File: config.mk
export PLATFORM = sky130hd
export DESIGN_NAME = esolang_symbol_compiler
export DESIGN_NICKNAME = d
export VERILOG_FILES = /design/src/sv/esc_pkg.sv /design/src/sv/esc_stack.sv /design/src/sv/esolang_symbol_compiler.sv
export SDC_FILE = /design/constraint.sdc
export NUM_CORES = 2
export LEC_CHECK = 0
export ABC_AREA = 1
export BUFFER_PORTS_ARGS = -buffer_cell sky130_fd_sc_hd__buf_4
export CORE_MARGIN = 10
export CORE_UTILIZATION = 45
export DETAILED_ROUTE_END_ITERATION = 12
export PLACE_DENSITY = 0.58
export RECOVER_POWER = 50
export SYNTH_ARGS = -nofsm -noshare
export SYNTH_HDL_FRONTEND = slang
export SYNTH_SLANG_ARGS = --single-unit
File: constraint.sdc
create_clock -name clk -period 8.8 [get_ports clk]
set_clock_uncertainty 0.05 [all_clocks]
set_input_delay 0.44 -clock clk [delete_from_list [all_inputs] [get_ports clk]]
set_output_delay 0.44 -clock clk [all_outputs]
set_load 0.03 [all_outputs]
File: src/sv/esc_pkg.sv
package esc_pkg;

    localparam int ADDR_W = 16;
    localparam int DEFAULT_PROGRAM_DEPTH = 65536;
    localparam int DEFAULT_NEST_DEPTH = 256;

    // source characters
    localparam logic [7:0] CH_TARGET = 8'h41; // 'A'
    localparam logic [7:0] CH_SWITCH = 8'h6F; // 'o'
    localparam logic [7:0] CH_STEP   = 8'h6C; // 'l'
    localparam logic [7:0] CH_IO     = 8'h6D; // 'm'
    localparam logic [7:0] CH_LOOP   = 8'h61; // 'a'

    localparam logic REQ_CHAR = 1'b0;
    localparam logic REQ_END  = 1'b1;

    localparam logic [1:0] KIND_OPCODE  = 2'd0;
    localparam logic [1:0] KIND_BOTH    = 2'd1;
    localparam logic [1:0] KIND_OPERAND = 2'd2;

    localparam logic [3:0] OP_END     = 4'd0;
    localparam logic [3:0] OP_PTR_INC = 4'd1;
    localparam logic [3:0] OP_PTR_DEC = 4'd2;
    localparam logic [3:0] OP_VAL_INC = 4'd3;
    localparam logic [3:0] OP_VAL_DEC = 4'd4;
    localparam logic [3:0] OP_OUT     = 4'd5;
    localparam logic [3:0] OP_IN      = 4'd6;
    localparam logic [3:0] OP_OPEN    = 4'd7;
    localparam logic [3:0] OP_CLOSE   = 4'd8;

    localparam logic [2:0] ST_OK    = 3'd0;
    localparam logic [2:0] ST_UNDER = 3'd1;
    localparam logic [2:0] ST_OVER  = 3'd2;
    localparam logic [2:0] ST_LONG  = 3'd3;
    localparam logic [2:0] ST_UNBAL = 3'd4;
    localparam logic [2:0] ST_DONE  = 3'd5;

    typedef struct packed {
        logic       req_type;
        logic [7:0] symbol;
    } char_t;

    typedef struct packed {
        logic              write_valid;
        logic [1:0]        write_kind;
        logic [ADDR_W-1:0] write_addr;
        logic [3:0]        write_opcode;
        logic [ADDR_W-1:0] write_operand;
        logic [2:0]        status;
        logic              last;
    } res_t;

    typedef struct packed {
        logic push;
        logic pop;
    } stack_ctl_t;

endpackage

File: src/sv/esc_stack.sv
module esc_stack
    import esc_pkg::*;
#(
    parameter int NEST_DEPTH = DEFAULT_NEST_DEPTH,
    parameter int DATA_W = ADDR_W,
    localparam int DEPTH_W = $clog2(NEST_DEPTH + 1),
    localparam int IDX_W = (NEST_DEPTH > 1) ? $clog2(NEST_DEPTH) : 1
) (
    input  logic               clk,
    input  logic               rst_n,
    input  stack_ctl_t         ctl,
    input  logic [DATA_W-1:0]  push_data,
    output logic [DEPTH_W-1:0] depth,
    output logic [DATA_W-1:0]  top
);

    // Top two entries live in registers; rd_reg always holds the third from
    // the top, so a pop needs no read in the same cycle.
    logic [DATA_W-1:0]  mem [2**IDX_W];
    logic [DEPTH_W-1:0] depth_reg, depth_next;
    logic [DATA_W-1:0]  tos_reg;
    logic [DATA_W-1:0]  nos_reg;
    logic [DATA_W-1:0]  rd_reg;
    logic [DEPTH_W-1:0] wr_pos, rd_pos;
    logic [IDX_W-1:0]   wr_idx, rd_idx;

    assign wr_pos = depth_reg - DEPTH_W'(2);
    assign rd_pos = depth_reg - DEPTH_W'(4);
    assign wr_idx = wr_pos[IDX_W-1:0];
    assign rd_idx = rd_pos[IDX_W-1:0];

    always_comb
    begin
        depth_next = depth_reg;
        if (ctl.push)
            depth_next = depth_reg + DEPTH_W'(1);
        else if (ctl.pop)
            depth_next = depth_reg - DEPTH_W'(1);
    end

    always_ff @(posedge clk or negedge rst_n)
    begin
        if (!rst_n)
            depth_reg <= '0;
        else
            depth_reg <= depth_next;
    end

    always_ff @(posedge clk)
    begin
        if (ctl.push)
        begin
            mem[wr_idx] <= nos_reg;
            rd_reg      <= nos_reg;
            nos_reg     <= tos_reg;
            tos_reg     <= push_data;
        end
        else if (ctl.pop)
        begin
            rd_reg  <= mem[rd_idx];
            nos_reg <= rd_reg;
            tos_reg <= nos_reg;
        end
    end

    assign depth = depth_reg;
    assign top   = tos_reg;

    a_no_push_pop: assert property (@(posedge clk) disable iff (!rst_n)
        !(ctl.push && ctl.pop)) else $error("stack push and pop together");
    a_no_underflow: assert property (@(posedge clk) disable iff (!rst_n)
        ctl.pop |-> depth_reg != '0) else $error("stack pop while empty");
    a_no_overflow: assert property (@(posedge clk) disable iff (!rst_n)
        ctl.push |-> depth_reg < DEPTH_W'(NEST_DEPTH)) else $error("stack push while full");
    a_push_top: assert property (@(posedge clk) disable iff (!rst_n)
        ctl.push |=> tos_reg == $past(push_data)) else $error("pushed value not on top");

endmodule

File: src/sv/esolang_symbol_compiler.sv
// A character is registered in in_reg when transferred in; its result is registered in out_reg when processed.
// Throughput: one character per cycle while res_stall is low; a loop close yields two
// results and stalls the input until the second leaves pend_reg, since the result register drains one per cycle.
// Bracket stack: top two entries in flops, the rest in a 1R1W memory with a
// prefetched third entry, so pops and pushes go back to back.
// Reset (rst_n, async, active low) clears flags, position, depth, status and valids.
module esolang_symbol_compiler
    import esc_pkg::*;
#(
    parameter int PROGRAM_DEPTH = DEFAULT_PROGRAM_DEPTH,
    parameter int NEST_DEPTH = DEFAULT_NEST_DEPTH
) (
    input  logic  clk,
    input  logic  rst_n,
    input  logic  char_valid,
    output logic  char_stall,
    input  char_t char_item,
    output logic  res_valid,
    input  logic  res_stall,
    output res_t  res_item
);

    localparam int POS_W = $clog2(PROGRAM_DEPTH);
    localparam int DEPTH_W = $clog2(NEST_DEPTH + 1);
    localparam logic [POS_W:0] POS_LIMIT = (POS_W + 1)'(PROGRAM_DEPTH - 1);

    char_t             in_reg;
    logic              in_valid_reg;
    res_t              out_reg, pend_reg;
    logic              out_valid_reg, pend_valid_reg;
    logic              tiv_reg, tiv_next;
    logic              sw_reg, sw_next;
    logic [POS_W-1:0]  pos_reg, pos_next;
    logic [2:0]        err_reg, err_next;

    stack_ctl_t        stk_ctl;
    logic [DEPTH_W-1:0] stk_depth;
    logic [POS_W-1:0]  stk_top;

    logic              can_take, proc, out_fire, two;
    logic              advance;
    logic [POS_W:0]    pc_inc;
    logic [ADDR_W-1:0] pc_addr, top_addr;
    res_t              r0, r1;

    esc_stack #(
        .NEST_DEPTH (NEST_DEPTH),
        .DATA_W     (POS_W)
    ) u_stack (
        .clk       (clk),
        .rst_n     (rst_n),
        .ctl       (stk_ctl),
        .push_data (pos_reg),
        .depth     (stk_depth),
        .top       (stk_top)
    );

    assign out_fire = out_valid_reg && !res_stall;
    assign can_take = !pend_valid_reg && (!out_valid_reg || !res_stall);
    assign proc     = in_valid_reg && can_take;
    assign char_stall = in_valid_reg && !can_take;

    assign pc_inc   = {1'b0, pos_reg} + (POS_W + 1)'(1);
    assign pc_addr  = ADDR_W'(pos_reg);
    assign top_addr = ADDR_W'(stk_top);

    always_comb
    begin
        tiv_next    = tiv_reg;
        sw_next     = sw_reg;
        pos_next    = pos_reg;
        err_next    = err_reg;
        stk_ctl     = '0;
        advance     = 1'b0;
        two         = 1'b0;
        r0          = '0;
        r1          = '0;
        if (proc && err_reg == ST_OK)
        begin
            if (in_reg.req_type == REQ_END)
            begin
                if (stk_depth != '0)
                    err_next = ST_UNBAL;
                else
                begin
                    r0.write_valid  = 1'b1;
                    r0.write_kind   = KIND_OPCODE;
                    r0.write_addr   = pc_addr;
                    r0.write_opcode = OP_END;
                    err_next        = ST_DONE;
                end
            end
            else
            begin
                case (in_reg.symbol)
                    CH_TARGET: tiv_next = !tiv_reg;
                    CH_SWITCH: sw_next = !sw_reg;
                    CH_STEP:
                    begin
                        r0.write_valid = 1'b1;
                        r0.write_kind  = KIND_OPCODE;
                        r0.write_addr  = pc_addr;
                        if (sw_reg)
                            r0.write_opcode = tiv_reg ? OP_VAL_DEC : OP_PTR_DEC;
                        else
                            r0.write_opcode = tiv_reg ? OP_VAL_INC : OP_PTR_INC;
                        advance = 1'b1;
                    end
                    CH_IO:
                    begin
                        r0.write_valid  = 1'b1;
                        r0.write_kind   = KIND_OPCODE;
                        r0.write_addr   = pc_addr;
                        r0.write_opcode = sw_reg ? OP_IN : OP_OUT;
                        advance         = 1'b1;
                    end
                    CH_LOOP:
                    begin
                        if (sw_reg)
                        begin
                            if (stk_depth == '0)
                                err_next = ST_UNDER;
                            else
                            begin
                                stk_ctl.pop      = 1'b1;
                                r0.write_valid   = 1'b1;
                                r0.write_kind    = KIND_BOTH;
                                r0.write_addr    = pc_addr;
                                r0.write_opcode  = OP_CLOSE;
                                r0.write_operand = top_addr;
                                r1.write_valid   = 1'b1;
                                r1.write_kind    = KIND_OPERAND;
                                r1.write_addr    = top_addr;
                                r1.write_opcode  = OP_END;
                                r1.write_operand = pc_addr;
                                two              = 1'b1;
                                advance          = 1'b1;
                            end
                        end
                        else
                        begin
                            if (stk_depth >= DEPTH_W'(NEST_DEPTH))
                                err_next = ST_OVER;
                            else
                            begin
                                stk_ctl.push    = 1'b1;
                                r0.write_valid  = 1'b1;
                                r0.write_kind   = KIND_OPCODE;
                                r0.write_addr   = pc_addr;
                                r0.write_opcode = OP_OPEN;
                                advance         = 1'b1;
                            end
                        end
                    end
                    default: ;
                endcase
            end
            if (advance)
            begin
                pos_next = pc_inc[POS_W-1:0];
                if (pc_inc >= POS_LIMIT)
                    err_next = ST_LONG;
            end
        end
        // status is the state after the item, in every result
        r0.status = err_next;
        r1.status = err_next;
        r0.last   = !two;
        r1.last   = 1'b1;
    end

    always_ff @(posedge clk or negedge rst_n)
    begin
        if (!rst_n)
        begin
            tiv_reg        <= 1'b0;
            sw_reg         <= 1'b0;
            pos_reg        <= '0;
            err_reg        <= ST_OK;
            in_valid_reg   <= 1'b0;
            out_valid_reg  <= 1'b0;
            pend_valid_reg <= 1'b0;
        end
        else
        begin
            tiv_reg <= tiv_next;
            sw_reg  <= sw_next;
            pos_reg <= pos_next;
            err_reg <= err_next;

            if (char_valid && !char_stall)
                in_valid_reg <= 1'b1;
            else if (proc)
                in_valid_reg <= 1'b0;

            if (proc)
            begin
                out_valid_reg  <= 1'b1;
                pend_valid_reg <= two;
            end
            else if (out_fire)
            begin
                out_valid_reg  <= pend_valid_reg;
                pend_valid_reg <= 1'b0;
            end
        end
    end

    always_ff @(posedge clk)
    begin
        if (char_valid && !char_stall)
            in_reg <= char_item;
        if (proc)
        begin
            out_reg  <= r0;
            pend_reg <= r1;
        end
        else if (out_fire && pend_valid_reg)
            out_reg <= pend_reg;
    end

    assign res_valid = out_valid_reg;
    assign res_item  = out_reg;

    a_pend_has_out: assert property (@(posedge clk) disable iff (!rst_n)
        pend_valid_reg |-> out_valid_reg) else $error("second result without first");
    a_err_sticky: assert property (@(posedge clk) disable iff (!rst_n)
        err_reg != ST_OK |=> err_reg == $past(err_reg)) else $error("status not sticky");
    a_not_last_pend: assert property (@(posedge clk) disable iff (!rst_n)
        (out_valid_reg && !out_reg.last) |-> pend_valid_reg)
        else $error("non-final result with nothing behind it");

endmodule

==> flow_summary.toml <==
[logic_synthesis]
synth.distinct_cells = 37
syn_avg_cell_area_sq_um = 11.6
netlist_top_cells_area = "edfxtp_1, nand2_1, nand3_1, nand4_1, clkbuf_1"
synth-seq-area-share = 0.744
netlist_area_sq_mm = 0.172
synthesis.nets = 14800
netlist_instances = 14800
ys_ff_latch = 4264
synth_top_area_cell = "edfxtp_1"
synth_warnings = 0
synth.top_cell.area_share = 0.739

[setup_path]
cp_max_fo = 124
cp-start-kind = "flop"
path_cells = "clkbuf_1 -> clkbuf_2"
max_stage_delay_ns = 2.95
crit_buf_inv = 2
required_ns = 9.01
critPathKind = "flop to flop"
end_kind = "flop"
critPathArrivalTime_ns = 7.20
critPathSlowestCell = "clkbuf_1"
crit_family = "buffers and inverters"

[sta]
setup_ws_ns = 1.81
setup_viol = 0
worst_pin_slew_ns = 6.86
layout_min_cycle_time_ns = 6.99
holdWs_ns = 0.146
finalCritPeriodShare = 0.794
rsz0062_at_grt = "false"
max_slew_margin = -3.57
hold_viol = 0
fmax_ghz = 0.143
slew_violations = 3227
setup_tns_ns = 0

[clocking]
cts_made_buffers = 443
cts_tree = "built"
path_clk_slew_ns = 0.06
root_buffer = "clkbuf_16"
clock_latency_ns = 1.00
cts.sinks = 4264
h-tree-depth = 5
cts_resized = 0
cts_buffer_depth = 4

[route]
drtIter0Drc = 15100
drc_errors = 0
finalWirelength_um = 540000
vias_per_cell = 5.68
wire_per_inst_um = 26.6
firstDrtPassIters = 6
drtAntennaViolNets = 0
vias = 115000

[floorplanning]
die_area_sq_mm = 0.407
die_w_um = 638
io_pins = 58
fp-row-count = 226
fp.dieH_um = 638
core_area_sq_mm = 0.380
initial_utilization = 0.452

[power_and_ir_drop]
powerDensity_mw_per_mm2 = 210
leakagePower_uw = 0.0695
peakVddDrop_v = 0.000196

[global_routing]
grt.overflow.total = 0
grt_max_degree = 190
track_usage = 0.257
grt_pass1_vias = 107000
grt_pass1_wl_um = 778000
antenna_found_initial = 25

[status]
status = "finished, violations left"
violations = "max-capacitance violations, max-slew violations"

[place]
hpwl_um = 292000
post-place-ws_ns = 3.18
io_buffers = 57
post_dp_cell_area_sq_mm = 0.179
routabilityCongestion = 0.850

[final_layout]
largest_register_ff_count = 4096
regArea_sq_mm = 0.128
nFillCells = 32800
final_util = 0.508
fin_nets = 14900
drive_gt1_frac = 0.0713
multiInputGateArea_sq_mm = 0.0395
area_growth_pct = 12.3
final_area_sq_mm = 0.193

[run]
max_cap_violations = 45

[min_path]
hold_class = "primary input to flop"
[cells in the mapped netlist]
cell,count
nand2_1,6322
edfxtp_1,4231
nand3_1,1483
nand4_1,591
clkbuf_1,567
nor2_1,557
inv_1,305
a21oi_1,277
buf_2,154
buf_1,144
o21ai_0,41
dfrtp_1,33
o31ai_1,16
xor2_1,14
ha_1,13
nand3b_1,5
nor3_1,5
nor3_2,5
xnor2_1,5
inv_2,4
nor4_1,3
a31oi_1,2
buf_4,2
clkinv_1,2
nor3_4,2
nor4_4,2
o21bai_1,2
or2_2,2
a21oi_2,1
fa_1,1
mux2i_1,1
nand2_2,1
nand2_4,1
nand3_2,1
nor2_2,1
o21a_1,1
o21ai_1,1
[worst reg2reg max path: cells and delay by family, from the launching register on]
kind / cells / cell delay, ns
buffers and inverters: 2 / 5.54
DFF: 1 / 0.34
[through the flow]
step	total power, uW	std cells
floorplan	22600	14800
global placement	22700	19400
detailed placement	22700	19400
CTS	40800	20300
global route	41600	20300
finish	40600	20300
[cell type report]
| cell class | count | area share |
|---|---|---|
| inverters | 311 | 0.00628 |
| diodes | 8 | 0.000104 |
| multi-input cells | 9356 | 0.205 |
| flip-flops and latches | 4264 | 0.663 |
| clock buffers | 557 | 0.0607 |
| well taps | 5016 | 0.0325 |
| clock inverters | 270 | 0.0128 |
| repair buffers | 495 | 0.0202 |
[layout by cell type, fill, tap and decap left out, types with 10 or more instances in the layout]
| master | instances |
|---|---|
| buf_4 | 343 |
| inv_1 | 301 |
| nand2_2 | 17 |
| xor2_1 | 11 |
| clkinv_1 | 109 |
| ha_1 | 12 |
| o31ai_1 | 16 |
| clkinv_2 | 92 |
| o21ai_0 | 40 |
| nor2_2 | 19 |
| buf_12 | 38 |
| clkbuf_16 | 447 |
| clkinv_16 | 10 |
| bufinv_16 | 32 |
| a21oi_1 | 277 |
| edfxtp_1 | 4231 |
| nand2_1 | 6303 |
| nand3_1 | 1484 |
| dlygate4sd3_1 | 14 |
| clkbuf_1 | 183 |
| nand4_1 | 591 |
| clkinvlp_4 | 12 |
| dfrtp_1 | 30 |
| nor2_1 | 536 |
| clkbuf_8 | 11 |
[repair_timing]
action | CTS | global route
endpoints found under the setup margin | 0 | 0
hold buffers | 15 | 0
endpoints found under the hold margin | 54 | 0
buffers inserted | 0 | 0
[where the power goes]
part / internal (uW) / total [uW] / leakage [uW] / switching (uW)
logic: 34.0 / 150 / 0.0241 / 116
registers: 22000 / 22100 / 0.0385 / 16.1
clock network: 10400 / 18400 / 0.00692 / 8010
[cell families after synthesis]
family / share of synthesized area
compound gates: 0.0102
xor+xnor: 0.000969
fa+ha+maj: 0.00106
buf+inv: 0.0269
flops: 0.744
mux: 0.0000583
simple gates: 0.216
[routing by layer]
metal,part of all wire,vias to the layer above,track usage
met5,0.00011,-,0
li1,-,51300,-
met3,0.10,965,0.0450
met2,0.45,6002,0.396
met1,0.41,56800,0.367
met4,0.040,8,0.0926
[worst paths after layout]
| path | cells after the start | startpoint | slack [ns] | end |
|---|---|---|---|---|
| worst max register to register | 2 | u_stack.nos_reg[0]$_DFFE_PP_ | 1.81 | u_stack.mem[86][0]$_DFFE_PP_ |
| worst max-delay path | 2 | u_stack.nos_reg[0]$_DFFE_PP_ | 1.81 | u_stack.mem[86][0]$_DFFE_PP_ |
| worst min register to register | 1 | tiv_reg$_DFFE_PN0P_ | 0.44 | tiv_reg$_DFFE_PN0P_ |
| worst min-delay path | 2 | char_item[6] | 0.15 | in_reg[6]$_DFFE_PP_ |
| max in group asynchronous | 4 | rst_n | 5.89 | u_stack.depth[1]$_DFFE_PN0P_ |
| min in group asynchronous | 4 | rst_n | 1.27 | pc_addr[3]$_DFFE_PN0P_ |
(Power assumes the default switching activity.)
